<file path="src/design/equirect_pixel_to_cube_face_defines.svh">
// assertion macros shared by the equirect to cube face design
// no dependencies; included by the modules that carry assertions
`ifndef EQUIRECT_PIXEL_TO_CUBE_FACE_DEFINES_SVH
`define EQUIRECT_PIXEL_TO_CUBE_FACE_DEFINES_SVH

`ifndef ASSERT_OFF
`define E2C_ASSERT(lbl, clk, rst_n, prop, msg) \
    lbl: assert property (@(posedge clk) disable iff (!rst_n) prop) else $error(msg);
`define E2C_ASSERT_NEXT(lbl, clk, rst_n, ante, cons, msg) \
    lbl: assert property (@(posedge clk) disable iff (!rst_n) (ante) |=> (cons)) else $error(msg);
`else
`define E2C_ASSERT(lbl, clk, rst_n, prop, msg)
`define E2C_ASSERT_NEXT(lbl, clk, rst_n, ante, cons, msg)
`endif

`endif

</file>
<file path="src/design/e2c_pkg.sv">
// types and constants of the equirect to cube face design
// no dependencies; imported by every module but e2c_div_pipe
package e2c_pkg;

    localparam int REG_W    = 13;
    localparam int IDX_W    = 2;
    localparam int ANG_W    = 16;
    localparam int TRIG_W   = 16;
    localparam int MAG_W    = 15;
    localparam int FACE_W   = 3;
    localparam int SINE_LAT = 4;
    localparam int SPAN_W   = 13;

    localparam logic [IDX_W-1:0] REG_OUT_WIDTH   = 2'd0;
    localparam logic [IDX_W-1:0] REG_OUT_HEIGHT  = 2'd1;
    localparam logic [IDX_W-1:0] REG_FACE_WIDTH  = 2'd2;
    localparam logic [IDX_W-1:0] REG_FACE_HEIGHT = 2'd3;

    localparam logic [REG_W-1:0] RST_OUT_WIDTH   = 13'd4096;
    localparam logic [REG_W-1:0] RST_OUT_HEIGHT  = 13'd2048;
    localparam logic [REG_W-1:0] RST_FACE_WIDTH  = 13'd1024;
    localparam logic [REG_W-1:0] RST_FACE_HEIGHT = 13'd1024;

    localparam logic [FACE_W-1:0] FACE_BACK   = 3'd0;
    localparam logic [FACE_W-1:0] FACE_LEFT   = 3'd1;
    localparam logic [FACE_W-1:0] FACE_FRONT  = 3'd2;
    localparam logic [FACE_W-1:0] FACE_RIGHT  = 3'd3;
    localparam logic [FACE_W-1:0] FACE_TOP    = 3'd4;
    localparam logic [FACE_W-1:0] FACE_BOTTOM = 3'd5;

    localparam logic [ANG_W-1:0] QUARTER_TURN = 16'd16384;
    localparam logic [ANG_W-1:0] HALF_TURN    = 16'd32768;
    localparam logic [MAG_W-1:0] Q14_ONE      = 15'd16384;

    localparam logic [MAG_W-1:0] SIN_A = 15'd25736;
    localparam logic [MAG_W-1:0] SIN_B = 15'd10512;
    localparam logic [MAG_W-1:0] SIN_C = 15'd1160;

    localparam int QUEUE_DEPTH = 4;
    localparam int QPTR_W      = 2;
    localparam int QCNT_W      = 3;

    typedef struct packed {
        logic [FACE_W-1:0]        face;
        logic signed [TRIG_W-1:0] nc;
        logic signed [TRIG_W-1:0] nr;
        logic [MAG_W-1:0]         mag;
    } item_t;

    function automatic logic [MAG_W-1:0] trig_mag(input logic signed [TRIG_W-1:0] v);
        logic signed [TRIG_W-1:0] n;
        n = -v;
        trig_mag = v[TRIG_W-1] ? MAG_W'(n) : MAG_W'(v);
    endfunction

endpackage

</file>
<file path="src/design/e2c_div_pipe.sv">
// pipelined restoring divider, one quotient bit per stage
// no dependencies; used by e2c_front and e2c_back
module e2c_div_pipe #(
    parameter int NUM_W = 29,
    parameter int DEN_W = 13,
    parameter int QUO_W = 29
) (
    input  logic             clk,
    input  logic [NUM_W-1:0] num,
    input  logic [DEN_W-1:0] den,
    output logic [QUO_W-1:0] quo
);
    localparam int CMP_W = NUM_W + DEN_W + QUO_W;

    logic [NUM_W-1:0] rem_reg [QUO_W-1];
    logic [DEN_W-1:0] den_reg [QUO_W-1];
    logic [QUO_W-1:0] quo_reg [QUO_W];

    for (genvar s = 0; s < QUO_W; s++)
    begin : g_step
        logic [NUM_W-1:0] rem_in;
        logic [DEN_W-1:0] den_in;
        logic [QUO_W-1:0] quo_in;
        logic [CMP_W-1:0] rem_ext;
        logic [CMP_W-1:0] den_sh;
        logic             take;

        if (s == 0)
        begin : g_first
            assign rem_in = num;
            assign den_in = den;
            assign quo_in = '0;
        end
        else
        begin : g_rest
            assign rem_in = rem_reg[s-1];
            assign den_in = den_reg[s-1];
            assign quo_in = quo_reg[s-1];
        end

        assign rem_ext = CMP_W'(rem_in);
        assign den_sh  = CMP_W'(den_in) << (QUO_W - 1 - s);
        assign take    = rem_ext >= den_sh;

        always_ff @(posedge clk)
        begin
            quo_reg[s] <= {quo_in[QUO_W-2:0], take};
        end

        if (s < QUO_W - 1)
        begin : g_keep
            logic [NUM_W-1:0] rem_next;
            logic [CMP_W-1:0] diff;
            assign diff     = rem_ext - den_sh;
            assign rem_next = take ? NUM_W'(diff) : rem_in;
            always_ff @(posedge clk)
            begin
                rem_reg[s] <= rem_next;
                den_reg[s] <= den_in;
            end
        end
    end

    assign quo = quo_reg[QUO_W-1];

endmodule

</file>
<file path="src/design/e2c_back.sv">
// back end: clamp, scale and divide to face coordinates
// depends on e2c_pkg and e2c_div_pipe
module e2c_back #(
    parameter int COORD_BITS = 12,
    parameter int FRAC_BITS  = 8
) (
    input  logic                               clk,
    input  logic                               rst_n,
    input  logic                               in_valid,
    input  e2c_pkg::item_t                     in_item,
    input  logic [e2c_pkg::REG_W-1:0]          face_width,
    input  logic [e2c_pkg::REG_W-1:0]          face_height,
    output logic                               done,
    output logic [e2c_pkg::FACE_W-1:0]         face_index,
    output logic [COORD_BITS+FRAC_BITS-1:0]    face_col,
    output logic [COORD_BITS+FRAC_BITS-1:0]    face_row
);
    import e2c_pkg::*;

    localparam int OUT_W  = COORD_BITS + FRAC_BITS;
    localparam int NUMV_W = MAG_W + 1;
    localparam int PROD_W = NUMV_W + SPAN_W;
    localparam int DVD_W  = PROD_W + FRAC_BITS + 1;
    localparam int QUO_W  = SPAN_W + FRAC_BITS;
    localparam int XW     = QUO_W + OUT_W;
    localparam logic [XW-1:0] LIM_X = (XW'(1) << OUT_W) - XW'(1);

    logic [SPAN_W-1:0] span_c, span_r;
    logic [NUMV_W-1:0] two_a;
    logic [NUMV_W-1:0] num_c_next, num_r_next, num_c_reg, num_r_reg;
    logic [MAG_W-1:0]  b0_a_reg, b1_a_reg;
    logic [FACE_W-1:0] b0_face_reg, b1_face_reg;
    logic              b0_vld_reg, b1_vld_reg;
    logic [PROD_W-1:0] prod_c_next, prod_r_next, prod_c_reg, prod_r_reg;
    logic [DVD_W-1:0]  dvd_c, dvd_r;
    logic [NUMV_W-1:0] dvs;
    logic [QUO_W-1:0]  quo_c, quo_r;
    logic [QUO_W-1:0]  dl_vld_reg;
    logic [FACE_W-1:0] dl_face_reg [QUO_W];
    logic [XW-1:0]     qx_c, qx_r;
    logic [OUT_W-1:0]  col_next, row_next, col_reg, row_reg;
    logic [FACE_W-1:0] face_reg;
    logic              done_reg;

    function automatic logic [NUMV_W-1:0] clamp_num(
        input logic signed [TRIG_W-1:0] n,
        input logic [MAG_W-1:0]         a
    );
        logic signed [NUMV_W+1:0] s;
        logic [NUMV_W-1:0]        lim;
        s   = (NUMV_W+2)'(n) + $signed((NUMV_W+2)'(a));
        lim = {a, 1'b0};
        if (s[NUMV_W+1])
        begin
            clamp_num = '0;
        end
        else if (s[NUMV_W:0] > {1'b0, lim})
        begin
            clamp_num = lim;
        end
        else
        begin
            clamp_num = s[NUMV_W-1:0];
        end
    endfunction

    assign span_c = (face_width == '0) ? '0 : face_width - REG_W'(1);
    assign span_r = (face_height == '0) ? '0 : face_height - REG_W'(1);

    assign num_c_next = clamp_num(in_item.nc, in_item.mag);
    assign num_r_next = clamp_num(in_item.nr, in_item.mag);

    assign prod_c_next = num_c_reg * span_c;
    assign prod_r_next = num_r_reg * span_r;

    assign dvd_c = (DVD_W'(prod_c_reg) << FRAC_BITS) + DVD_W'(b1_a_reg);
    assign dvd_r = (DVD_W'(prod_r_reg) << FRAC_BITS) + DVD_W'(b1_a_reg);
    assign dvs   = {b1_a_reg, 1'b0};
    assign two_a = {b0_a_reg, 1'b0};

    e2c_div_pipe #(.NUM_W(DVD_W), .DEN_W(NUMV_W), .QUO_W(QUO_W)) u_div_col (
        .clk (clk),
        .num (dvd_c),
        .den (dvs),
        .quo (quo_c)
    );

    e2c_div_pipe #(.NUM_W(DVD_W), .DEN_W(NUMV_W), .QUO_W(QUO_W)) u_div_row (
        .clk (clk),
        .num (dvd_r),
        .den (dvs),
        .quo (quo_r)
    );

    assign qx_c     = XW'(quo_c);
    assign qx_r     = XW'(quo_r);
    assign col_next = (qx_c > LIM_X) ? OUT_W'(LIM_X) : OUT_W'(qx_c);
    assign row_next = (qx_r > LIM_X) ? OUT_W'(LIM_X) : OUT_W'(qx_r);

    always_ff @(posedge clk)
    begin
        num_c_reg   <= num_c_next;
        num_r_reg   <= num_r_next;
        b0_a_reg    <= in_item.mag;
        b0_face_reg <= in_item.face;
        // product never exceeds 2a times the span
        prod_c_reg  <= (num_c_reg > two_a) ? '0 : prod_c_next;
        prod_r_reg  <= (num_r_reg > two_a) ? '0 : prod_r_next;
        b1_a_reg    <= b0_a_reg;
        b1_face_reg <= b0_face_reg;
        col_reg     <= col_next;
        row_reg     <= row_next;
        face_reg    <= dl_face_reg[QUO_W-1];
    end

    always_ff @(posedge clk)
    begin
        dl_face_reg[0] <= b1_face_reg;
        for (int i = 1; i < QUO_W; i++)
        begin
            dl_face_reg[i] <= dl_face_reg[i-1];
        end
    end

    always_ff @(posedge clk or negedge rst_n)
    begin
        if (!rst_n)
        begin
            b0_vld_reg <= 1'b0;
            b1_vld_reg <= 1'b0;
            dl_vld_reg <= '0;
            done_reg   <= 1'b0;
        end
        else
        begin
            b0_vld_reg <= in_valid;
            b1_vld_reg <= b0_vld_reg;
            dl_vld_reg <= {dl_vld_reg[QUO_W-2:0], b1_vld_reg};
            done_reg   <= dl_vld_reg[QUO_W-1];
        end
    end

    assign done       = done_reg;
    assign face_index = face_reg;
    assign face_col   = col_reg;
    assign face_row   = row_reg;

endmodule

</file>
<file path="config.mk">
export PLATFORM = sky130hd
export DESIGN_NAME = e2c_back
export DESIGN_NICKNAME = d
export VERILOG_FILES = /design/src/design/equirect_pixel_to_cube_face_defines.svh /design/src/design/e2c_pkg.sv /design/src/design/e2c_div_pipe.sv /design/src/design/e2c_back.sv
export SDC_FILE = /design/constraint.sdc
export NUM_CORES = 2
export LEC_CHECK = 0
export BUFFER_PORTS_ARGS = -buffer_cell sky130_fd_sc_hd__buf_2
export CORE_MARGIN = 10
export CORE_UTILIZATION = 50
export DETAILED_ROUTE_END_ITERATION = 7
export GPL_TIMING_DRIVEN = 0
export PLACE_DENSITY = 0.68
export SLEW_MARGIN = 30
export SYNTH_ARGS = -nofsm -noshare
export SYNTH_HDL_FRONTEND = slang
export SYNTH_SLANG_ARGS = --single-unit
</file>
<file path="constraint.sdc">
create_clock -name clk -period 5.3 [get_ports clk]
set_clock_uncertainty 0.15 [all_clocks]
set_input_delay 0.53 -clock clk [delete_from_list [all_inputs] [get_ports clk]]
set_output_delay 0.53 -clock clk [all_outputs]
set_load 0.02 [all_outputs]
</file>
# Yosys cells after proc, flatten, opt, wreduce, memory -nomap -nowiden
# Memory sizes are Yosys's and may differ from the RTL's. A register that Yosys moved wholly into a read port is not among the register bits.
# Cells that the tools add are included.
# W data, S select, Z words.
dict set report op_classes {
  mul 2
  n_addsub 46
  reduce_logical 4
  muxes 44
  order_cmp 48
}
# operator n
set ops {}
lappend ops {{$mux W38} 40}
lappend ops {{$add A37 B15 Y38} 2}
lappend ops {{$ge A38 B16 Y1} 2}
lappend ops {{$ge A38 B17 Y1} 2}
lappend ops {{$ge A38 B18 Y1} 2}
lappend ops {{$ge A38 B19 Y1} 2}
lappend ops {{$ge A38 B20 Y1} 2}
lappend ops {{$ge A38 B21 Y1} 2}
lappend ops {{$ge A38 B22 Y1} 2}
lappend ops {{$ge A38 B23 Y1} 2}
lappend ops {{$ge A38 B24 Y1} 2}
lappend ops {{$ge A38 B25 Y1} 2}
lappend ops {{$ge A38 B26 Y1} 2}
lappend ops {{$ge A38 B27 Y1} 2}
lappend ops {{$ge A38 B28 Y1} 2}
lappend ops {{$ge A38 B29 Y1} 2}
lappend ops {{$ge A38 B30 Y1} 2}
lappend ops {{$ge A38 B31 Y1} 2}
lappend ops {{$ge A38 B32 Y1} 2}
lappend ops {{$ge A38 B33 Y1} 2}
lappend ops {{$ge A38 B34 Y1} 2}
lappend ops {{$ge A38 B35 Y1} 2}
lappend ops {{$ge A38 B36 Y1} 2}
lappend ops {{$sub A38 B17 Y38} 2}
lappend ops {{29 further kinds} 58}
dict set report word_totals {
  mem_bits_rw 3105
  reg_bits 190
  word_cells 167
  input_bits 79
  memories 7
  output_inout_bits 44
}
# memory depth width rd rd_ports_with_merged_regs wr line
set mem_list {}
lappend mem_list {u_div_col.rem_reg 20 38 20 0 20 e2c_div_pipe.sv:15} ;# logic [NUM_W-1:0] rem_reg [QUO_W-1];
lappend mem_list {u_div_row.rem_reg 20 38 20 0 20 e2c_div_pipe.sv:15}
lappend mem_list {u_div_col.quo_reg 21 21 21 0 21 e2c_div_pipe.sv:17} ;# logic [QUO_W-1:0] quo_reg [QUO_W];
lappend mem_list {u_div_row.quo_reg 21 21 21 0 21 e2c_div_pipe.sv:17}
lappend mem_list {u_div_col.den_reg 20 16 20 0 20 e2c_div_pipe.sv:16} ;# logic [DEN_W-1:0] den_reg [QUO_W-1];
lappend mem_list {u_div_row.den_reg 20 16 20 0 20 e2c_div_pipe.sv:16}
lappend mem_list {{+1 memories} - - - - - -}

# Depth between registers and ports, before layout
dict set report depth {
  word_depth 3
  depth_mapped 30
  mapped_depth_nobuf 28
}

# By module
# From an unflattened synthesis, not the netlist that was laid out.
dict set report unflattened {
  cells_unflattened 12991
  hier_area_um2 126989.3
}
# mod n_inst area_per_inst_um2 seq_area_each_um2 cells_each
set modules_own_cells {}
lappend modules_own_cells {{e2c_div_pipe at u_div_row} 1 51747.1 26245.2 5226}
lappend modules_own_cells {{e2c_div_pipe at u_div_col} 1 51126.5 26245.2 5122}
lappend modules_own_cells {e2c_back 1 24115.6 5245.0 2643}

# Worst setup path after synthesis
# Ideal clock, no wire load.
dict set report synth_path {
  path_type {in2reg}
  from {input face_width[6] in the netlist's numbering}
  to {register prod_c_reg[25]}
  setup_time_ns 0.128
  path_slack_ns -2.060
  t_arrival_ns 7.082
  path_stages 25
  n_path_buf 2
  t_required_ns 5.022
  path_cell_list {or4_1 > or4_1 > or3_1 > nor2_1 > buf_2 > nor2_1 > clkbuf_1 > nand2_1 > fa_1 > fa_1 > fa_1 > inv_1 > fa_1 > inv_1 > fa_1 > inv_1 > ha_1 > a21oi_1 > o21bai_1 > a21o_1 > a221oi_1 > o211ai_1 > a41o_1 > xnor2_1 > nor2_1}
}
dict set report synth_via {
  elab_chain_cells 3
  elab_cells_between_ends 4
  classes_between {add/sub (1); mul (1); mux (1); reduce/logical (1)}
}
# element line
set synth_rtl {}
lappend synth_rtl {{start: declaration} e2c_back.sv:11} ;# input logic [e2c_pkg::REG_W-1:0] face_width,
lappend synth_rtl {{$sub A13 B1 Y13 or $logic_not A13 Y1 (tied branches)} e2c_back.sv:67} ;# assign span_c = (face_width == '0) ? '0 : face_width - REG_W'(1);
lappend synth_rtl {{$mux W13 (*)} e2c_back.sv:67}
lappend synth_rtl {{$mul A16 B13 Y29 (*)} e2c_back.sv:73} ;# assign prod_c_next = num_c_reg * span_c;
lappend synth_rtl {{end signal: assignment} e2c_back.sv:107} ;# prod_c_reg <= (num_c_reg > two_a) ? '0 : prod_c_next;
lappend synth_rtl {{end: declaration} e2c_back.sv:34} ;# logic [PROD_W-1:0] prod_c_next, prod_r_next, prod_c_reg, prod_r_reg;
# Mark *: on every way between the ends. The rest lies on a longest branch, timed or not.
# A chain may end at the register's enable or synchronous reset.

# Worst setup path after layout
dict set report layout_path {
  from {input face_width[7] in the netlist's numbering}
  to {register prod_c_reg[28]}
}
# The elaborated chain is that of the path after synthesis.

==> impl.org <==
** Clock tree
- CTS Buffer Depth :: 3
- Clock-pin slew was measured on the worst setup and hold paths at 0.06 ns.
- TritonCTS clock tree :: done
- For the worst-skew pair, the clock arrives at the later sink with an insertion delay of 0.89 ns.
- Counting every sink on the clock net gives 2260.
- Clock tree synthesis selected as its root buffer the cell sky130_fd_sc_hd__clkbuf_16.
- In this run, CTS created clock tree buffers numbering 219.
- H-tree depth :: 4

** Critical path
- Kind of end point of the critical path :: register
- Data on the critical path is required at its endpoint by 5.92 ns.
- The largest single stage delay on the critical path is 0.55 ns.
- CP Data Arrival Time :: 7.03 ns
- The worst setup path is launched from an input pin.
- Most frequent cell on the critical path :: sky130_fd_sc_hd__fa_1
- The slowest stage of the critical path is the sky130_fd_sc_hd__fa_1 cell.
- Along the worst path, the maximum fanout reaches 8.
- Type of the worst setup path :: in2reg

** Layout
- Share of final-layout standard cells stronger than drive strength 1 :: 11.20%
- In the final layout, flip-flops and latches occupy 45380 um2.
- Summing all multi-input logic gate instances after layout gives just over 60000 um2.
- Fill cells in the final layout number roughly 19000.
- Total number of nets in the final design :: 13342
- The register with the most flip-flops in the layout has 760 of them.
- The top cell types in the final layout, fill and taps aside, are sky130_fd_sc_hd__dfxtp_1 (2229), sky130_fd_sc_hd__inv_1 (913), sky130_fd_sc_hd__nand2_1 (910).
- Leaving out fill and tap cells, the most frequent cell in the layout is sky130_fd_sc_hd__dfxtp_1.
- Relative to the synthesized area, the layout overhead comes to 15.07%.

** Global route
- Global-route wire length before repair :: ~460000 um
- Entering global routing, the biggest net connects 25 pins.
- The number of global-route vias before repair is 83045.
- Global-route total usage across every layer :: between 20 and 25%
- The number of antenna violations at the first check in global routing was 8.
- For this run the aggregate overflow at the end of global routing stands at 0.

** STA
- Min Tclk post-route :: 6.410 ns
- Final clock period utilization by the worst path :: 120.9%
- Setup repair after global routing could not meet its margin everywhere.
- Remaining max-slew budget at the tightest pin :: approximately 22%
- Achievable clock frequency :: 156.0 MHz
- The hold violation count in the final report is 0.
- For the pin with the worst max-slew slack, the measured transition is 1.147 ns.
- Minimum hold slack :: 0.09140 ns
- Across all setup checks in the final design, the least slack found is -1.110 ns.
- Summed over all failing endpoints, the final setup total negative slack is -26.44 ns.
- The final-report max-slew violation count is 0.
- Setup violations remaining at the end of the flow were counted as 39.

** Hold path
- The tightest min-delay check is of the in2reg type.

** Drt
- After detailed routing, the total wire length is roughly 300000 um.
- Detailed routing inserted a total of 83202 vias.
- After the first detailed-routing iteration, the DRC count stood at 5563.
- Dividing the detail-routed via count by the number of cells gives 5.516.
- In this run the remaining antenna-violating nets after routing total 0.
- Average wire length per cell after detail routing :: 19.64 um
- Residual DRC count :: 0
- First-pass iteration count of the detailed router :: 5

** Synthesis
- The top cell type by area accounts for 40.86% of the synthesized area.
- Summed over all instances, the cell type with the most area after synthesis is sky130_fd_sc_hd__dfxtp_1.
- The most used flip-flop cell after synthesis is sky130_fd_sc_hd__dfxtp_1.
- Fraction of synthesis flops using an asynchronous set or reset pin :: 1.062%
- Synth area leaders :: sky130_fd_sc_hd__dfxtp_1 (41%), sky130_fd_sc_hd__ha_1 (10%), sky130_fd_sc_hd__fa_1 (6.4%)
- Total nets after synthesis :: 12803
- For this run, the register share of the synthesized area comes to 41.41%.
- Post-synth design cell area :: 109500 um2
- For this run, the number of Yosys warnings is 0.
- Synth cell types :: 102
- Gate Count Post-Synth :: 11495
- Number of synthesized flops with an enable pin :: 0
- Syn_area_per_cell :: 9.529 um2
- Register bit total from synthesis :: between 2000 and 2500

** Floorplan
- From left edge to right edge, the die measures a little under 500 um.
- Number of primary I/O pins :: 123
- The initial utilization of the core area, before any placement, comes to 50.34%.
- Die H :: 488.1 um
- Die area :: 238200 um2
- Core region area :: about 220000 um2
- The initialized floorplan defines 171 standard-cell rows.

** Placement
- The count of buffers added on input and output ports is 122.
- Dpl hpwl :: between 200000 and 250000 um
- Routability Congestion :: 0.9652

** Flow run
- Number of maximum-capacitance violations :: 0

** Run status
- The run finished, with violations left.
- Violations in the final reports :: negative setup slack
==> path summary, 6_finish.rpt <==
path                                       startpoint                          to  slack, ns  cells past startpoint
setup / recovery                        face_width[7]   prod_c_reg[28]$_SDFF_PN0_      -1.11                     27
hold / removal                            in_item[45]     num_c_reg[1]$_SDFF_PN0_       0.09                      4
setup reg to reg              num_c_reg[8]$_SDFF_PN0_   prod_c_reg[28]$_SDFF_PN0_      -0.83                     20
hold reg to reg            dl_face_reg[11][0]$_DFF_P_  dl_face_reg[12][0]$_DFF_P_       0.15                      0
max in group asynchronous                       rst_n        b0_vld_reg$_DFF_PN0_       4.50                      3
min in group asynchronous                       rst_n    dl_vld_reg[15]$_DFF_PN0_       0.13                      3
==> metal layers <==
metal	share of wire [%]	global-route usage, %	vias to the layer above	wire [um]
li1	-	-	40484	-
met2	47	40.74	2149	139600
met3	5.0	3.405	524	14940
met4	3.5	8.196	0	10280
met1	44	31.34	40045	131400
met5	0	0	-	0
==> stage by stage <==
| stage | util [%] | cell area, um2 | cells | setup WS, ns |
|---|---|---|---|---|
| after detailed placement | 52.55 | 114300 | 14473 | -2.600 |
| after global placement | 52.53 | 114300 | 14471 | -2.564 |
| after CTS | 57.23 | 124500 | 15010 | -1.017 |
| after global routing | 57.93 | 126000 | 15083 | -1.238 |
| after floorplan | - | 110100 | 11495 | -1.435 |
| final | 57.93 | 126000 | 15085 | -1.110 |
==> synth_stat cells, drive strengths merged, types with 164 or more instances <==
| master | count |
|---|---|
| inv | 953 |
| a21o | 239 |
| xnor2 | 534 |
| nor2 | 818 |
| and2 | 168 |
| nand3 | 187 |
| dfxtp | 2236 |
| clkbuf | 199 |
| xor2 | 462 |
| nand2b | 164 |
| ha | 877 |
| nor4 | 185 |
| nand2 | 933 |
| fa | 352 |
| nor3 | 306 |
| o21ai | 523 |
| a21oi | 661 |
==> critical path, delay by kind of cell <==
kind,cells,cell delay [ns]
AO/OA/AOI/OAI,5,1.17
XOR/XNOR,1,0.15
adder cells (fa/ha/maj),6,2.79
buffers and inverters,7,0.54
AND/OR/NAND/NOR,8,1.82
==> cells by family (layout without fill, tap and decap cells) <==
kind of cell,after synthesis,count (layout),synth area share [%]
simple gates,3556,3556,16.25
flops,2260,2260,41.41
compound gates,2068,2068,11.75
fa+ha+maj,1229,1229,16.45
buf+inv,1177,1910,4.086
xor+xnor,996,996,7.964
mux,209,209,2.081
other cells,0,3,0
==> cell type report <==
cell class	instances	share of cell area [%]
Multi-Input combinational cell	8058	48.87
Sequential cell	2260	36.01
Clock buffer	279	4.836
Inverter	957	2.855
Tap cell	2854	2.833
Timing Repair Buffer	321	1.972
Clock inverter	136	1.674
Buffer	217	0.9480
Antenna cell	3	0.005956
==> what timing repair did <==
action                                 in CTS  in global routing
hold buffers                               31                  0
resized for setup                         227                233
buffers inserted                           95                 75
pin swaps                                 132                161
setup endpoints to repair                  77                 89
endpoints found under the hold margin      76                  0
gates cloned                                2                  0
Power is not shown: default switching activity piles up to over one toggle a cycle in this logic, so the estimate is an artifact.
