--- config.mk ---
export PLATFORM = sky130hd
export DESIGN_NAME = e2c_queue
export DESIGN_NICKNAME = d
export VERILOG_FILES = /design/src/design/e2c_pkg.sv /design/src/design/e2c_queue.sv
export VERILOG_INCLUDE_DIRS = /design/src /design/src/design
export SDC_FILE = /design/constraint.sdc
export NUM_CORES = 1
export LEC_CHECK = 0
export BUFFER_PORTS_ARGS = -buffer_cell sky130_fd_sc_hd__buf_2
export CORE_MARGIN = 3
export CORE_UTILIZATION = 40
export DETAILED_ROUTE_END_ITERATION = 8
export PLACE_DENSITY_LB_ADDON = 0.2
export SLEW_MARGIN = 10
export SYNTH_ARGS = -nofsm -noshare
export SYNTH_HDL_FRONTEND = slang
export SYNTH_SLANG_ARGS = --single-unit
--- constraint.sdc ---
create_clock -name clk -period 2.2 [get_ports clk]
set_input_delay 0.22 -clock clk [delete_from_list [all_inputs] [get_ports clk]]
set_output_delay 0.22 -clock clk [all_outputs]
set_load 0.005 [all_outputs]
--- src/design/equirect_pixel_to_cube_face_defines.svh ---
// assertion macros shared by the equirect to cube face design
// no dependencies; included by the modules that carry assertions
`ifndef EQUIRECT_PIXEL_TO_CUBE_FACE_DEFINES_SVH
`define EQUIRECT_PIXEL_TO_CUBE_FACE_DEFINES_SVH

`ifndef ASSERT_OFF
`define E2C_ASSERT(lbl, clk, rst_n, prop, msg) \
    lbl: assert property (@(posedge clk) disable iff (!rst_n) prop) else $error(msg);
`define E2C_ASSERT_NEXT(lbl, clk, rst_n, ante, cons, msg) \
    lbl: assert property (@(posedge clk) disable iff (!rst_n) (ante) |=> (cons)) else $error(msg);
`else
`define E2C_ASSERT(lbl, clk, rst_n, prop, msg)
`define E2C_ASSERT_NEXT(lbl, clk, rst_n, ante, cons, msg)
`endif

`endif

--- src/design/e2c_pkg.sv ---
// types and constants of the equirect to cube face design
// no dependencies; imported by every module but e2c_div_pipe
package e2c_pkg;

    localparam int REG_W    = 13;
    localparam int IDX_W    = 2;
    localparam int ANG_W    = 16;
    localparam int TRIG_W   = 16;
    localparam int MAG_W    = 15;
    localparam int FACE_W   = 3;
    localparam int SINE_LAT = 4;
    localparam int SPAN_W   = 13;

    localparam logic [IDX_W-1:0] REG_OUT_WIDTH   = 2'd0;
    localparam logic [IDX_W-1:0] REG_OUT_HEIGHT  = 2'd1;
    localparam logic [IDX_W-1:0] REG_FACE_WIDTH  = 2'd2;
    localparam logic [IDX_W-1:0] REG_FACE_HEIGHT = 2'd3;

    localparam logic [REG_W-1:0] RST_OUT_WIDTH   = 13'd4096;
    localparam logic [REG_W-1:0] RST_OUT_HEIGHT  = 13'd2048;
    localparam logic [REG_W-1:0] RST_FACE_WIDTH  = 13'd1024;
    localparam logic [REG_W-1:0] RST_FACE_HEIGHT = 13'd1024;

    localparam logic [FACE_W-1:0] FACE_BACK   = 3'd0;
    localparam logic [FACE_W-1:0] FACE_LEFT   = 3'd1;
    localparam logic [FACE_W-1:0] FACE_FRONT  = 3'd2;
    localparam logic [FACE_W-1:0] FACE_RIGHT  = 3'd3;
    localparam logic [FACE_W-1:0] FACE_TOP    = 3'd4;
    localparam logic [FACE_W-1:0] FACE_BOTTOM = 3'd5;

    localparam logic [ANG_W-1:0] QUARTER_TURN = 16'd16384;
    localparam logic [ANG_W-1:0] HALF_TURN    = 16'd32768;
    localparam logic [MAG_W-1:0] Q14_ONE      = 15'd16384;

    localparam logic [MAG_W-1:0] SIN_A = 15'd25736;
    localparam logic [MAG_W-1:0] SIN_B = 15'd10512;
    localparam logic [MAG_W-1:0] SIN_C = 15'd1160;

    localparam int QUEUE_DEPTH = 4;
    localparam int QPTR_W      = 2;
    localparam int QCNT_W      = 3;

    typedef struct packed {
        logic [FACE_W-1:0]        face;
        logic signed [TRIG_W-1:0] nc;
        logic signed [TRIG_W-1:0] nr;
        logic [MAG_W-1:0]         mag;
    } item_t;

    function automatic logic [MAG_W-1:0] trig_mag(input logic signed [TRIG_W-1:0] v);
        logic signed [TRIG_W-1:0] n;
        n = -v;
        trig_mag = v[TRIG_W-1] ? MAG_W'(n) : MAG_W'(v);
    endfunction

endpackage

--- src/design/e2c_queue.sv ---
// short queue between the front and back ends, registered read
// depends on e2c_pkg and the assertion macro header
`include "equirect_pixel_to_cube_face_defines.svh"

module e2c_queue (
    input  logic           clk,
    input  logic           rst_n,
    input  logic           push,
    input  e2c_pkg::item_t wr_item,
    output logic           full,
    output logic           rd_valid,
    output e2c_pkg::item_t rd_item
);
    import e2c_pkg::*;

    item_t             mem [QUEUE_DEPTH];
    logic [QPTR_W-1:0] wr_ptr_reg, wr_ptr_next, rd_ptr_reg, rd_ptr_next;
    logic [QCNT_W-1:0] cnt_reg, cnt_next;
    logic              pop;
    logic              rd_valid_reg;
    item_t             rd_item_reg;

    assign pop         = cnt_reg != '0;
    assign wr_ptr_next = push ? wr_ptr_reg + QPTR_W'(1) : wr_ptr_reg;
    assign rd_ptr_next = pop ? rd_ptr_reg + QPTR_W'(1) : rd_ptr_reg;
    assign cnt_next    = cnt_reg + QCNT_W'(push) - QCNT_W'(pop);

    always_ff @(posedge clk)
    begin
        if (push)
        begin
            mem[wr_ptr_reg] <= wr_item;
        end
        rd_item_reg <= mem[rd_ptr_reg];
    end

    always_ff @(posedge clk or negedge rst_n)
    begin
        if (!rst_n)
        begin
            wr_ptr_reg   <= '0;
            rd_ptr_reg   <= '0;
            cnt_reg      <= '0;
            rd_valid_reg <= 1'b0;
        end
        else
        begin
            wr_ptr_reg   <= wr_ptr_next;
            rd_ptr_reg   <= rd_ptr_next;
            cnt_reg      <= cnt_next;
            rd_valid_reg <= pop;
        end
    end

    assign full     = cnt_reg == QCNT_W'(QUEUE_DEPTH);
    assign rd_valid = rd_valid_reg;
    assign rd_item  = rd_item_reg;

    `E2C_ASSERT(a_no_overflow, clk, rst_n, push |-> !full, "queue push while full")
    `E2C_ASSERT(a_cnt_range, clk, rst_n, cnt_reg <= QCNT_W'(QUEUE_DEPTH), "queue count out of range")
    `E2C_ASSERT_NEXT(a_pop_valid, clk, rst_n, pop, rd_valid, "queue pop without read transfer")

endmodule

==> Yosys cells after proc, flatten, opt, wreduce, memory -nomap -nowiden <==
Memory sizes are Yosys's and may differ from the RTL's. A register that Yosys moved wholly into a read port is not among the register bits.
Cells that the tools add are included.
{ "totals": {"register_bits": 8, "ramBits": 200, "input_bits": 53, "out_inout_bits": 52, "word_cells": 13, "mem_count": 1} }
{ "memory_table": {"columns": ["memory", "depth", "word_bits", "rd", "rd_ports_with_merged_regs", "write_ports", "line_no", "rtl"], "rows": [
  ["mem", 4, 50, 1, 1, 1, "e2c_queue.sv:16", "item_t mem [QUEUE_DEPTH];"]
]} }
{ "classes": {"addsub": 4, "eq_ne": 1, "n_mux": 2, "reduce_logical": 1} }
{ "op_table": {"columns": ["op", "n"], "rows": [
  ["$add A2 B1 Y2 const B", 2],
  ["$add A3 B1 Y3", 1],
  ["$eq A3 B3 Y1 const B", 1],
  ["$reduce_bool A3 Y1", 1],
  ["$sub A3 B1 Y3", 1],
  ["$mux W1", 2]
]} }

==> Logic depth before layout (Yosys ltp) <==
Gate-level depths: netlist of the first run.
{ "logic_depth": {"depth_word": 2, "ltp_mapped": 7} }

==> Least setup slack after synthesis of the first run <==
No wires, ideal clock.
{ "synth_timing": {"path_kind": "register to register", "startpoint": "register wr_ptr_reg[0]", "endpoint": "memory mem[0][0] (netlist name) (enable)", "setup_ps": 413, "arrival_ps": 1813, "required_ps": 1787, "path_slack_ps": -26, "path_stages_with_launch": 4, "cell_sequence": "dfrtp_1 > inv_1 > ha_1 > and2_1"} }
{ "synth_lines": {"columns": ["element", "line_no", "rtl"], "rows": [
  ["from (decl)", "e2c_queue.sv:17", "logic [QPTR_W-1:0] wr_ptr_reg, wr_ptr_next, rd_ptr_reg, rd_ptr_next;"],
  ["from (signal assigned)", "e2c_queue.sv:48", "wr_ptr_reg <= wr_ptr_next;"],
  ["to (decl)", "e2c_queue.sv:16", null]
]} }
No word-level cell before the write port.

==> Worst setup path in the final report of the first run <==
{ "layout_timing": {"startpoint": "register cnt_reg[1]", "endpoint": "register cnt_reg[2]"} }
{ "layout_between": {"elab_chain_len": 2, "word_cells_on_any_way": 3, "cone_classes": "add/sub: 2; reduce/logical: 1"} }
{ "layout_lines": {"columns": ["element", "line_no", "rtl"], "rows": [
  ["from (decl)", "e2c_queue.sv:18", "logic [QCNT_W-1:0] cnt_reg, cnt_next;"],
  ["from (signal assigned)", "e2c_queue.sv:50", "cnt_reg <= cnt_next;"],
  ["$reduce_bool A3 Y1", "e2c_queue.sv:23", "assign pop = cnt_reg != '0;"],
  ["via pop", "e2c_queue.sv:19", "logic pop;"],
  ["$sub A3 B1 Y3", "e2c_queue.sv:26", "assign cnt_next = cnt_reg + QCNT_W'(push) - QCNT_W'(pop);"],
  ["via cnt_next[2]", "e2c_queue.sv:18", null]
]} }
The timed path passes the listed nets, and every way through them passes these cells.
A chain may end at the register's enable or synchronous reset.

==> impl_metrics.xml, run 1 <==
<?xml version="1.0" encoding="UTF-8"?>
<metrics>
  <group name="setup_path">
    <metric name="cp_data_arrival_time" unit="ps">2510</metric>
    <metric name="reg2reg_from" unit="">cnt_reg[1]$_DFF_PN0_</metric>
    <metric name="critical_path.cell_chain" unit="">or3_4, ha_1, inv_1, ha_1, fa_1, xnor2_1, xnor2_1</metric>
    <metric name="critical-path-slowest-cell" unit="">sky130_fd_sc_hd__or3_4</metric>
    <metric name="startpoint_to_endpoint_class_of_the_critical_path" unit="">reg -&gt; reg</metric>
    <metric name="cp_launch_type" unit="">register</metric>
    <metric name="setup.worst_path.end_class" unit="">register</metric>
    <metric name="timing.critical_path.slowest_cell_delay" unit="ps">410</metric>
    <metric name="crit_path_end" unit="">cnt_reg[2]$_DFF_PN0_</metric>
    <metric name="worst_r2r_endpoint" unit="">cnt_reg[2]$_DFF_PN0_</metric>
    <metric name="worstPathMaxFanout" unit="">3</metric>
    <metric name="worst-r2r-cell-count" unit="">7</metric>
    <metric name="critical_path_required" unit="ps">2640</metric>
    <metric name="ff2ff_setup_slack" unit="ps">120</metric>
    <metric name="setup.worst_path.start" unit="">cnt_reg[1]$_DFF_PN0_</metric>
  </group>
  <group name="cells_and_area">
    <metric name="largest_register_ff_count" unit="">200</metric>
    <metric name="num_antenna_cells" unit="">0</metric>
    <metric name="fillCellCount" unit="">1743</metric>
    <metric name="layout_commonest_cell" unit="">sky130_fd_sc_hd__edfxtp_1</metric>
    <metric name="final_layout_size_suffix_gt1_frac" unit="">0.389</metric>
    <metric name="utilization" unit="">0.520</metric>
    <metric name="mostFrequentLayoutCells" unit="">200 x sky130_fd_sc_hd__edfxtp_1, 104 x sky130_fd_sc_hd__buf_2, 52 x sky130_fd_sc_hd__dlygate4sd3_1</metric>
    <metric name="area_growth_syn_to_layout" unit="%">26.9</metric>
    <metric name="nNetsFinal" unit="">592</metric>
    <metric name="stdcell_count" unit="">827</metric>
  </group>
  <group name="cts">
    <metric name="numCtsBuffers" unit="">27</metric>
    <metric name="clock_tree.buffer_depth" unit="">3</metric>
    <metric name="cts_root_buf" unit="">sky130_fd_sc_hd__clkbuf_16</metric>
    <metric name="htree_num_levels" unit="">1</metric>
    <metric name="clock_tree_from_tritoncts" unit="">yes</metric>
    <metric name="clk_latency" unit="ps">510</metric>
    <metric name="postCtsSetupBuffers" unit="">0</metric>
    <metric name="numClockSinks" unit="">258</metric>
    <metric name="clkTransAtPathRegs" unit="ps">60</metric>
  </group>
  <group name="global_route">
    <metric name="grt_start_max_net_pins" unit="">41</metric>
    <metric name="groute.layer.met2.usage" unit="">0.203</metric>
    <metric name="grt_first_pass_wirelength" unit="um">23800</metric>
    <metric name="grt_util_met3" unit="">0.0317</metric>
    <metric name="grt.total_usage" unit="">0.129</metric>
    <metric name="antenna_found_initial" unit="">1</metric>
    <metric name="grt_overflow_total" unit="">0</metric>
    <metric name="use_met1" unit="">0.185</metric>
    <metric name="globalRoute.busiestLayer" unit="">met2</metric>
    <metric name="vias_in_the_first_global_route" unit="">4260</metric>
  </group>
  <group name="die">
    <metric name="boundaryPins" unit="">105</metric>
    <metric name="core" unit="um2">21200</metric>
    <metric name="die_height" unit="um">153</metric>
    <metric name="die_w" unit="um">153</metric>
    <metric name="num_rows" unit="">53</metric>
    <metric name="area_enclosed_by_the_die_boundary" unit="um2">23500</metric>
    <metric name="initial_utilization" unit="">0.410</metric>
  </group>
  <group name="synthesis">
    <metric name="syn_area_per_cell" unit="um2">25.1</metric>
    <metric name="postSynthNetCount" unit="">407</metric>
    <metric name="synth_compound_area_frac" unit="">0.00144</metric>
    <metric name="post_synth_and_or_nand_nor_area_fraction" unit="">0.00475</metric>
    <metric name="combinational_family_with_the_most_area_after_synthesis" unit="">multiplexers</metric>
    <metric name="synthesized_instance_count" unit="">347</metric>
    <metric name="yosys.area_share.xor_xnor" unit="">0.00504</metric>
    <metric name="yosys_warnings" unit="">0</metric>
    <metric name="synth.ff_latch_count" unit="">258</metric>
    <metric name="fraction_of_the_yosys_area_taken_by_sequential_cells" unit="">0.829</metric>
    <metric name="synthAdderAreaFrac" unit="">0.0109</metric>
    <metric name="yosys.cell_types.count" unit="">20</metric>
    <metric name="synthesis.area" unit="um2">8700</metric>
    <metric name="synth.area.mux_share" unit="">0.130</metric>
  </group>
  <group name="power">
    <metric name="leakagePower" unit="nW">3.96</metric>
    <metric name="power_density" unit="nW/um2">1330</metric>
    <metric name="maximum_vdd_drop" unit="uV">626</metric>
    <metric name="finalPower" unit="mW">14.7</metric>
  </group>
  <group name="sta">
    <metric name="fin_crit_sh" unit="">0.944</metric>
    <metric name="timing.final.crit_period" unit="ps">2080</metric>
    <metric name="timing.final.ws_setup" unit="ps">123</metric>
    <metric name="final_max_slew_viol_count" unit="">0</metric>
    <metric name="hold_viol_final" unit="">0</metric>
    <metric name="finalSetupViolations" unit="">0</metric>
    <metric name="worst_clock_skew" unit="ps">11.4</metric>
    <metric name="unrepaired_setup_endpoints_after_global_routing" unit="">no</metric>
    <metric name="peak_freq" unit="MHz">482</metric>
    <metric name="actual_transition_at_the_worst_max_transition_pin" unit="ps">416</metric>
    <metric name="timing.slew.headroom" unit="">0.723</metric>
    <metric name="tns" unit="ps">0</metric>
  </group>
  <group name="hold_path">
    <metric name="min_path_type" unit="">in -&gt; async</metric>
  </group>
  <group name="drt">
    <metric name="initialDrtViolationCount" unit="">185</metric>
    <metric name="wl_per_cell" unit="um">18.1</metric>
    <metric name="postRouteWirelength" unit="um">14900</metric>
    <metric name="ant_nets" unit="">0</metric>
    <metric name="via_count" unit="">3922</metric>
    <metric name="viasPerCell" unit="">4.74</metric>
    <metric name="drt_drc_violations_left" unit="">0</metric>
    <metric name="drt_first_pass_iters" unit="">4</metric>
  </group>
  <group name="placed_design">
    <metric name="detailedPlace.worstSlack" unit="ps">89.2</metric>
    <metric name="hpwlAfterDp" unit="um">8650</metric>
    <metric name="port_buffers" unit="">104</metric>
    <metric name="placed_cells_incl_taps" unit="">726</metric>
    <metric name="gp_congestion" unit="">0.695</metric>
  </group>
  <group name="outcome">
    <metric name="run_status" unit="">finished, final reports clean</metric>
  </group>
  <group name="run">
    <metric name="cap_violations" unit="">0</metric>
  </group>
</metrics>
==> kinds of logic after synthesis <==
family | after synthesis
flip-flops | 258
multiplexers | 50
buffers and inverters | 18
adder cells (fa/ha/maj) | 7
AND/OR/NAND/NOR | 7
XOR/XNOR | 5
AO/OA/AOI/OAI | 2
==> Yosys cell counts <==
cell / instances / area [um2]
sky130_fd_sc_hd__and2_1: 4 / 25.0
sky130_fd_sc_hd__and3_1: 1 / 6.26
sky130_fd_sc_hd__buf_12: 5 / 100
sky130_fd_sc_hd__buf_2: 5 / 25.0
sky130_fd_sc_hd__buf_6: 1 / 11.3
sky130_fd_sc_hd__clkbuf_1: 1 / 3.75
sky130_fd_sc_hd__dfrtp_1: 8 / 200
sky130_fd_sc_hd__dfxtp_1: 50 / 1000
sky130_fd_sc_hd__edfxtp_1: 200 / 6010
sky130_fd_sc_hd__fa_1: 1 / 20.0
sky130_fd_sc_hd__ha_1: 6 / 75.1
sky130_fd_sc_hd__inv_1: 6 / 22.5
sky130_fd_sc_hd__mux4_1: 2 / 52.6
sky130_fd_sc_hd__mux4_2: 48 / 1080
sky130_fd_sc_hd__nand2_1: 1 / 3.75
sky130_fd_sc_hd__o21ai_0: 1 / 5.00
sky130_fd_sc_hd__o31ai_1: 1 / 7.51
sky130_fd_sc_hd__or3_1: 1 / 6.26
sky130_fd_sc_hd__xnor2_1: 3 / 26.3
sky130_fd_sc_hd__xor2_1: 2 / 17.5
==> worst max-delay path: cells and delay by family, from the launching register on <==
kind	cells	cell delay, ps
buffers and inverters	1	40
adders and majority gates	3	840
xor gates and xnor gates	2	310
and+or+nand+nor	1	410
DFF	1	400
==> area by class of cell <==
cell class / instances / area, um2 / area share
Tap cell: 275 / 344 / 0.0312
Clock buffer: 36 / 759 / 0.0688
Inverter: 6 / 22.5 / 0.00204
Timing Repair Buffer: 168 / 1230 / 0.112
Clock inverter: 13 / 128 / 0.0116
Multi-Input combinational cell: 71 / 1340 / 0.122
Sequential cell: 258 / 7210 / 0.653
==> power by group <==
group          internal [mW]  switching [mW]  leakage (nW)
Clock                   2.66            1.75         0.433
Combinational           1.74            1.57          1.17
Sequential              6.61           0.350          2.35
Total                   11.0            3.67          3.96
==> per-layer routing <==
layer | vias up | wire, um
met1 | 2004 | 6850
li1 | 1785 | -
met4 | 2 | 248
met2 | 105 | 6940
met3 | 26 | 885
met5 | - | 13
==> stage by stage <==
step	hold WS, ps	cell area, um2
final	70.7	11000
after global routing	74.1	11000
after CTS	46.2	11000
after detailed placement	72.2	9630
after global placement	64.1	9630
after floorplan	-75.6	8700
==> worst min path at each step <==
stage / from / to / depth (start not counted)
floorplan: rst_n / cnt_reg[0]$_DFF_PN0_ / 0
global placement: rst_n / cnt_reg[0]$_DFF_PN0_ / 1
detailed placement: rst_n / cnt_reg[0]$_DFF_PN0_ / 1
CTS: rst_n / cnt_reg[0]$_DFF_PN0_ / 2
global route: rst_n / cnt_reg[0]$_DFF_PN0_ / 2
finish: rst_n / cnt_reg[0]$_DFF_PN0_ / 2
==> timing repair <==
action | in CTS | in global routing
endpoints found under the hold margin | 209 | 0
setup endpoints to repair | 0 | 1
hold buffers | 52 | 0
gates resized for setup | 0 | 1
Power figures use the tool's default switching activity.
==> inputs of run 2 (changes only) <==
==> constraint.sdc (replaced) <==
create_clock -name clk -period 2.2 [get_ports clk]
set_input_delay 0.44 -clock clk [delete_from_list [all_inputs] [get_ports clk]]
set_output_delay 0.44 -clock clk [all_outputs]
set_load 0.005 [all_outputs]
==> run 2 against run 1 <==
Clock-buffer cell count up 7. Sequential power up 0.7%. Wire length up 0.28%. Largest cell class unchanged.
==> impl_metrics.xml, run 2 (same netlist as run 1, synthesis figures left out) <==
<?xml version="1.0" encoding="UTF-8"?>
<metrics>
  <group name="outcome">
    <metric name="run_status" unit="">finished, final reports clean</metric>
  </group>
  <group name="global_route">
    <metric name="vias_in_the_first_global_route" unit="">4220</metric>
    <metric name="antenna_found_initial" unit="">4</metric>
    <metric name="grt.total_usage" unit="">0.128</metric>
    <metric name="grt_first_pass_wirelength" unit="um">23600</metric>
    <metric name="grt_overflow_total" unit="">0</metric>
    <metric name="grt_start_max_net_pins" unit="">27</metric>
  </group>
  <group name="sta">
    <metric name="worst_clock_skew" unit="ps">10.1</metric>
    <metric name="unrepaired_setup_endpoints_after_global_routing" unit="">no</metric>
    <metric name="finalSetupViolations" unit="">0</metric>
    <metric name="actual_transition_at_the_worst_max_transition_pin" unit="ps">504</metric>
    <metric name="peak_freq" unit="MHz">468</metric>
    <metric name="fin_crit_sh" unit="">0.972</metric>
    <metric name="final_max_slew_viol_count" unit="">0</metric>
    <metric name="timing.final.crit_period" unit="ps">2140</metric>
    <metric name="hold_viol_final" unit="">0</metric>
    <metric name="holdWs" unit="ps">135</metric>
    <metric name="timing.slew.headroom" unit="">0.664</metric>
    <metric name="tns" unit="ps">0</metric>
  </group>
  <group name="power">
    <metric name="combinationalPowerShare" unit="">0.226</metric>
    <metric name="cell_internal_pwr" unit="mW">10.7</metric>
    <metric name="finalPower" unit="mW">14.3</metric>
    <metric name="clkPwrFrac" unit="">0.284</metric>
    <metric name="leakagePower" unit="nW">3.72</metric>
    <metric name="power_density" unit="nW/um2">1370</metric>
    <metric name="seq_power_share" unit="">0.490</metric>
    <metric name="power_switching" unit="mW">3.60</metric>
    <metric name="maximum_vdd_drop" unit="uV">786</metric>
    <metric name="power.switching_fraction" unit="">0.252</metric>
  </group>
  <group name="cells_and_area">
    <metric name="mostFrequentLayoutCells" unit="">200 x sky130_fd_sc_hd__edfxtp_1, 104 x sky130_fd_sc_hd__buf_2, 50 x sky130_fd_sc_hd__dfxtp_1</metric>
    <metric name="final_layout_size_suffix_gt1_frac" unit="">0.416</metric>
    <metric name="multi_input_comb_area" unit="um2">1350</metric>
    <metric name="area_growth_syn_to_layout" unit="%">20.3</metric>
    <metric name="layout_commonest_cell" unit="">sky130_fd_sc_hd__edfxtp_1</metric>
    <metric name="utilization" unit="">0.493</metric>
    <metric name="nNetsFinal" unit="">542</metric>
    <metric name="final-seq-area" unit="um2">7210</metric>
    <metric name="largest_register_ff_count" unit="">200</metric>
    <metric name="num_antenna_cells" unit="">0</metric>
    <metric name="fillCellCount" unit="">1770</metric>
  </group>
  <group name="die">
    <metric name="area_enclosed_by_the_die_boundary" unit="um2">23500</metric>
    <metric name="die_w" unit="um">153</metric>
    <metric name="num_rows" unit="">53</metric>
    <metric name="boundaryPins" unit="">105</metric>
    <metric name="core" unit="um2">21200</metric>
    <metric name="initial_utilization" unit="">0.410</metric>
    <metric name="die_height" unit="um">153</metric>
  </group>
  <group name="setup_path">
    <metric name="critical_path_required" unit="ps">2600</metric>
    <metric name="critPathMostFrequentCell" unit="">sky130_fd_sc_hd__ha_1</metric>
    <metric name="ff2ff_setup_slack" unit="ps">60</metric>
    <metric name="timing.critical_path.slowest_cell_delay" unit="ps">410</metric>
    <metric name="critical-path-slowest-cell" unit="">sky130_fd_sc_hd__or3_4</metric>
    <metric name="cp_launch_type" unit="">register</metric>
    <metric name="setup.worst_path.end_class" unit="">register</metric>
    <metric name="critical_path.cell_chain" unit="">or3_4, ha_1, inv_1, ha_1, fa_1, xnor2_2, xnor2_1</metric>
    <metric name="startpoint_to_endpoint_class_of_the_critical_path" unit="">reg -&gt; reg</metric>
    <metric name="worstPathMaxFanout" unit="">3</metric>
    <metric name="cp_data_arrival_time" unit="ps">2540</metric>
  </group>
  <group name="drt">
    <metric name="drt_drc_violations_left" unit="">0</metric>
    <metric name="drt_first_pass_iters" unit="">4</metric>
    <metric name="viasPerCell" unit="">4.88</metric>
    <metric name="ant_nets" unit="">0</metric>
    <metric name="initialDrtViolationCount" unit="">187</metric>
    <metric name="wl_per_cell" unit="um">19.3</metric>
    <metric name="via_count" unit="">3791</metric>
    <metric name="postRouteWirelength" unit="um">15000</metric>
  </group>
  <group name="run">
    <metric name="cap_violations" unit="">0</metric>
  </group>
  <group name="cts">
    <metric name="clk_latency" unit="ps">520</metric>
    <metric name="htree_num_levels" unit="">1</metric>
    <metric name="clock_tree.buffer_depth" unit="">3</metric>
    <metric name="postCtsSetupBuffers" unit="">0</metric>
    <metric name="clock_tree_from_tritoncts" unit="">yes</metric>
    <metric name="numCtsBuffers" unit="">26</metric>
    <metric name="cts_root_buf" unit="">sky130_fd_sc_hd__clkbuf_16</metric>
    <metric name="clkTransAtPathRegs" unit="ps">60</metric>
    <metric name="numClockSinks" unit="">258</metric>
  </group>
  <group name="placed_design">
    <metric name="hpwlAfterDp" unit="um">9010</metric>
    <metric name="port_buffers" unit="">104</metric>
    <metric name="gp_congestion" unit="">0.714</metric>
  </group>
  <group name="hold_path">
    <metric name="min_path_type" unit="">in -&gt; reg</metric>
  </group>
</metrics>
-- run 2: worst paths after layout --
kind	start	end	cells after the start
setup / recovery	cnt_reg[1]$_DFF_PN0_	cnt_reg[2]$_DFF_PN0_	7
hold / removal	wr_item[43]	mem[2][43]$_DFFE_PP_	1
min in group asynchronous	rst_n	wr_ptr_reg[1]$_DFFE_PN0P_	2
hold reg to reg	mem[2][9]$_DFFE_PP_	rd_item[9]$_DFF_P_	1
max in group asynchronous	rst_n	rd_ptr_reg[0]$_DFFE_PN0N_	2
setup reg to reg	cnt_reg[1]$_DFF_PN0_	cnt_reg[2]$_DFF_PN0_	7
-- run 2: power groups by stage --
| stage | Clock (mW) | Combinational (mW) | Sequential, mW |
|---|---|---|---|
| 2_1_floorplan | 0 | 2.11 | 7.03 |
| 3_3_place_gp | 0 | 3.28 | 7.08 |
| 3_5_place_dp | 0 | 3.32 | 7.13 |
| 4_1_cts | 4.18 | 3.33 | 7.03 |
| 5_1_grt | 4.39 | 3.55 | 7.13 |
| 6_report | 4.07 | 3.24 | 7.01 |
-- run 2: cell type report --
class | count | share of cell area
clock buffers | 43 | 0.0741
multi-input cells | 71 | 0.129
clock inverters | 5 | 0.00227
well taps | 275 | 0.0329
repair buffers | 119 | 0.0703
inverters | 6 | 0.00215
flip-flops and latches | 258 | 0.689
-- run 2: timing repair --
action | 4_1_cts | 5_1_grt
gates resized for setup | 0 | 2
hold buffers | 1 | 0
setup endpoints to repair | 0 | 1
endpoints found under the hold margin | 8 | 0
-- run 2: worst max-delay path: cells and delay by family, from the launching register on --
family,cells,cell delay [ps]
and+or+nand+nor,1,410
DFF,1,390
buffers and inverters,1,40
adders and majority gates,3,880
xor gates and xnor gates,2,290
-- run 2: stage by stage --
stage	setup WS (ps)	area (um2)	instances
2_1_floorplan	1.42	8700	347
3_3_place_gp	150	9640	728
3_5_place_dp	33.0	9640	728
5_1_grt	0.367	10500	777
4_1_cts	19.6	10500	777
6_report	62.5	10500	777
-- run 2: per-layer routing --
metal | track usage | vias up | part of all wire
met3 | 0.0348 | 37 | 0.062
met4 | 0.0336 | 8 | 0.024
met1 | 0.171 | 1950 | 0.42
met5 | 0 | - | 0.0031
met2 | 0.210 | 107 | 0.49
li1 | - | 1689 | -
==> inputs of run 3 (changes only) <==
--- a/config.mk
+++ b/config.mk
@@ -7,6 +7,7 @@
 export NUM_CORES = 1
 export LEC_CHECK = 0
 export BUFFER_PORTS_ARGS = -buffer_cell sky130_fd_sc_hd__buf_2
+export CORE_ASPECT_RATIO = 1.2
 export CORE_MARGIN = 3
 export CORE_UTILIZATION = 40
 export DETAILED_ROUTE_END_ITERATION = 8
==> run 3 against run 2 <==
Via count down 2.2%. Global-route usage is 0.18 points lower. Worst setup slack improved by 63 ps. Hold slack improved by 18 ps. Largest cell class unchanged. Largest power group unchanged. Cell area shrank 0.51%. Clock-buffer cell count shrank 10. Critical path depth unchanged.
==> impl_metrics.xml, run 3 (same netlist as run 1, synthesis figures left out) <==
<?xml version="1.0" encoding="UTF-8"?>
<metrics>
  <group name="outcome">
    <metric name="run_status" unit="">finished, final reports clean</metric>
  </group>
  <group name="cts">
    <metric name="clk_latency" unit="ps">500</metric>
    <metric name="clock_tree_from_tritoncts" unit="">yes</metric>
    <metric name="clkTransAtPathRegs" unit="ps">60</metric>
    <metric name="htree_num_levels" unit="">1</metric>
    <metric name="postCtsSetupBuffers" unit="">0</metric>
    <metric name="clock_tree.buffer_depth" unit="">3</metric>
    <metric name="cts_root_buf" unit="">sky130_fd_sc_hd__clkbuf_16</metric>
    <metric name="numClockSinks" unit="">258</metric>
    <metric name="numCtsBuffers" unit="">25</metric>
  </group>
  <group name="setup_path">
    <metric name="ff2ff_setup_slack" unit="ps">130</metric>
    <metric name="worst_r2r_endpoint" unit="">cnt_reg[2]$_DFF_PN0_</metric>
    <metric name="worstPathMaxFanout" unit="">3</metric>
    <metric name="cp_launch_type" unit="">register</metric>
    <metric name="critical_path.cell_chain" unit="">or3_1, ha_1, inv_1, ha_1, fa_1, xnor2_1, xnor2_1</metric>
    <metric name="startpoint_to_endpoint_class_of_the_critical_path" unit="">reg -&gt; reg</metric>
    <metric name="worst-r2r-cell-count" unit="">7</metric>
    <metric name="setup.worst_path.start" unit="">cnt_reg[1]$_DFF_PN0_</metric>
    <metric name="critical_path_required" unit="ps">2630</metric>
    <metric name="cp_data_arrival_time" unit="ps">2500</metric>
    <metric name="crit_path_end" unit="">cnt_reg[2]$_DFF_PN0_</metric>
    <metric name="timing.critical_path.slowest_cell_delay" unit="ps">430</metric>
    <metric name="critical-path-slowest-cell" unit="">sky130_fd_sc_hd__or3_1</metric>
    <metric name="setup.worst_path.end_class" unit="">register</metric>
    <metric name="reg2reg_from" unit="">cnt_reg[1]$_DFF_PN0_</metric>
  </group>
  <group name="die">
    <metric name="die_w" unit="um">141</metric>
    <metric name="boundaryPins" unit="">105</metric>
    <metric name="core" unit="um2">21200</metric>
    <metric name="area_enclosed_by_the_die_boundary" unit="um2">23600</metric>
    <metric name="die_height" unit="um">168</metric>
    <metric name="num_rows" unit="">58</metric>
    <metric name="initial_utilization" unit="">0.410</metric>
  </group>
  <group name="cells_and_area">
    <metric name="fillCellCount" unit="">1769</metric>
    <metric name="largest_register_ff_count" unit="">200</metric>
    <metric name="utilization" unit="">0.491</metric>
    <metric name="num_antenna_cells" unit="">0</metric>
    <metric name="final_layout_size_suffix_gt1_frac" unit="">0.418</metric>
    <metric name="area_growth_syn_to_layout" unit="%">19.7</metric>
    <metric name="mostFrequentLayoutCells" unit="">200 x sky130_fd_sc_hd__edfxtp_1, 104 x sky130_fd_sc_hd__buf_2, 50 x sky130_fd_sc_hd__dfxtp_1</metric>
    <metric name="nNetsFinal" unit="">540</metric>
    <metric name="layout_commonest_cell" unit="">sky130_fd_sc_hd__edfxtp_1</metric>
  </group>
  <group name="power">
    <metric name="cell_internal_pwr" unit="mW">10.7</metric>
    <metric name="seq_power_share" unit="">0.499</metric>
    <metric name="combinationalPowerShare" unit="">0.207</metric>
    <metric name="leakagePower" unit="nW">3.69</metric>
    <metric name="clkPwrFrac" unit="">0.293</metric>
    <metric name="maximum_vdd_drop" unit="uV">696</metric>
    <metric name="power_switching" unit="mW">3.55</metric>
    <metric name="power_density" unit="nW/um2">1370</metric>
    <metric name="power.switching_fraction" unit="">0.249</metric>
  </group>
  <group name="placed_design">
    <metric name="hpwlAfterDp" unit="um">8850</metric>
    <metric name="gp_congestion" unit="">0.670</metric>
    <metric name="port_buffers" unit="">104</metric>
  </group>
  <group name="run">
    <metric name="cap_violations" unit="">0</metric>
  </group>
  <group name="sta">
    <metric name="hold_viol_final" unit="">0</metric>
    <metric name="final_max_slew_viol_count" unit="">0</metric>
    <metric name="peak_freq" unit="MHz">482</metric>
    <metric name="fin_crit_sh" unit="">0.943</metric>
    <metric name="tns" unit="ps">0</metric>
    <metric name="timing.final.crit_period" unit="ps">2070</metric>
    <metric name="worst_clock_skew" unit="ps">13.1</metric>
    <metric name="finalSetupViolations" unit="">0</metric>
    <metric name="unrepaired_setup_endpoints_after_global_routing" unit="">no</metric>
    <metric name="timing.slew.headroom" unit="">0.677</metric>
    <metric name="actual_transition_at_the_worst_max_transition_pin" unit="ps">485</metric>
  </group>
  <group name="global_route">
    <metric name="grt.total_usage" unit="">0.126</metric>
    <metric name="vias_in_the_first_global_route" unit="">4118</metric>
    <metric name="antenna_found_initial" unit="">2</metric>
    <metric name="grt_first_pass_wirelength" unit="um">23000</metric>
    <metric name="grt_overflow_total" unit="">0</metric>
    <metric name="grt_start_max_net_pins" unit="">37</metric>
  </group>
  <group name="drt">
    <metric name="via_count" unit="">3708</metric>
    <metric name="drt_first_pass_iters" unit="">4</metric>
    <metric name="drt_drc_violations_left" unit="">0</metric>
    <metric name="initialDrtViolationCount" unit="">169</metric>
    <metric name="wl_per_cell" unit="um">19.0</metric>
    <metric name="postRouteWirelength" unit="um">14600</metric>
    <metric name="ant_nets" unit="">0</metric>
    <metric name="viasPerCell" unit="">4.83</metric>
  </group>
  <group name="hold_path">
    <metric name="min_path_type" unit="">in -&gt; reg</metric>
  </group>
</metrics>
[run 3: cell count changes in the layout (fill, tap and decap cells not counted), moves of 3 or more]
cell and delta:
sky130_fd_sc_hd__clkbuf_1 -5, sky130_fd_sc_hd__clkbuf_8 -3, sky130_fd_sc_hd__and2_4 -4, sky130_fd_sc_hd__bufinv_16 +3
sky130_fd_sc_hd__buf_12 -3, sky130_fd_sc_hd__and2_2 +4
[run 3: final cells by class]
cell class	count	area (um2)	share of cell area
Sequential cell	258	7210	0.693
Multi-Input combinational cell	71	1330	0.128
Timing Repair Buffer	118	691	0.0664
Clock buffer	33	666	0.0640
Tap cell	270	338	0.0325
Clock inverter	12	149	0.0143
Inverter	6	22.5	0.00216
[run 3: per-stage QoR]
stage / cells / setup WS [ps] / power [mW] / instance area, um2 / hold slack, ps
4_1_cts: 768 / 102 / 14.6 / 10400 / 127
3_5_place_dp: 722 / 111 / 10.4 / 9580 / 294
6_report: 768 / 126 / 14.3 / 10400 / 153
3_3_place_gp: 722 / 149 / 10.3 / 9580 / 284
2_1_floorplan: 347 / 1.42 / 9.14 / 8700 / 144
5_1_grt: 768 / 13.2 / 15.1 / 10400 / 133
[run 3: power groups by stage]
| stage | Clock (mW) | Sequential (mW) | Combinational [mW] |
|---|---|---|---|
| 4_1_cts | 4.33 | 7.17 | 3.09 |
| 5_1_grt | 4.54 | 7.27 | 3.26 |
| 2_1_floorplan | 0 | 7.03 | 2.11 |
| 3_3_place_gp | 0 | 7.21 | 3.05 |
| 3_5_place_dp | 0 | 7.27 | 3.09 |
| 6_report | 4.18 | 7.12 | 2.96 |
[run 3: worst min path at each step]
stage	slack [ps]	cells after the start	from	to
floorplan	140	0	rst_n	cnt_reg[0]$_DFF_PN0_
global placement	280	1	rst_n	cnt_reg[0]$_DFF_PN0_
detailed placement	290	1	rst_n	cnt_reg[2]$_DFF_PN0_
CTS	130	1	wr_item[27]	mem[2][27]$_DFFE_PP_
global route	130	1	wr_item[16]	mem[0][16]$_DFFE_PP_
finish	150	1	wr_item[37]	mem[0][37]$_DFFE_PP_
[run 3: worst max-delay path: cells and delay by family, from the launching register on]
family,cells,cell delay [ps]
fa+ha+maj,3,840
flops,1,390
buf+inv,1,40
simple gates,1,430
xor+xnor,2,300
[run 3: what timing repair did]
action | CTS | global route
hold buffers | 1 | 0
endpoints found under the hold margin | 8 | 0
resized for setup | 0 | 0
[run 3: metal layers]
metal / GRT usage / part of all wire / wire, um / vias to the layer above
met5: 0 / 0.00096 / 14 / -
met4: 0.0333 / 0.021 / 305 / 4
met3: 0.0291 / 0.054 / 780 / 26
met2: 0.231 / 0.55 / 7940 / 85
met1: 0.148 / 0.38 / 5520 / 1910
li1: - / - / - / 1683
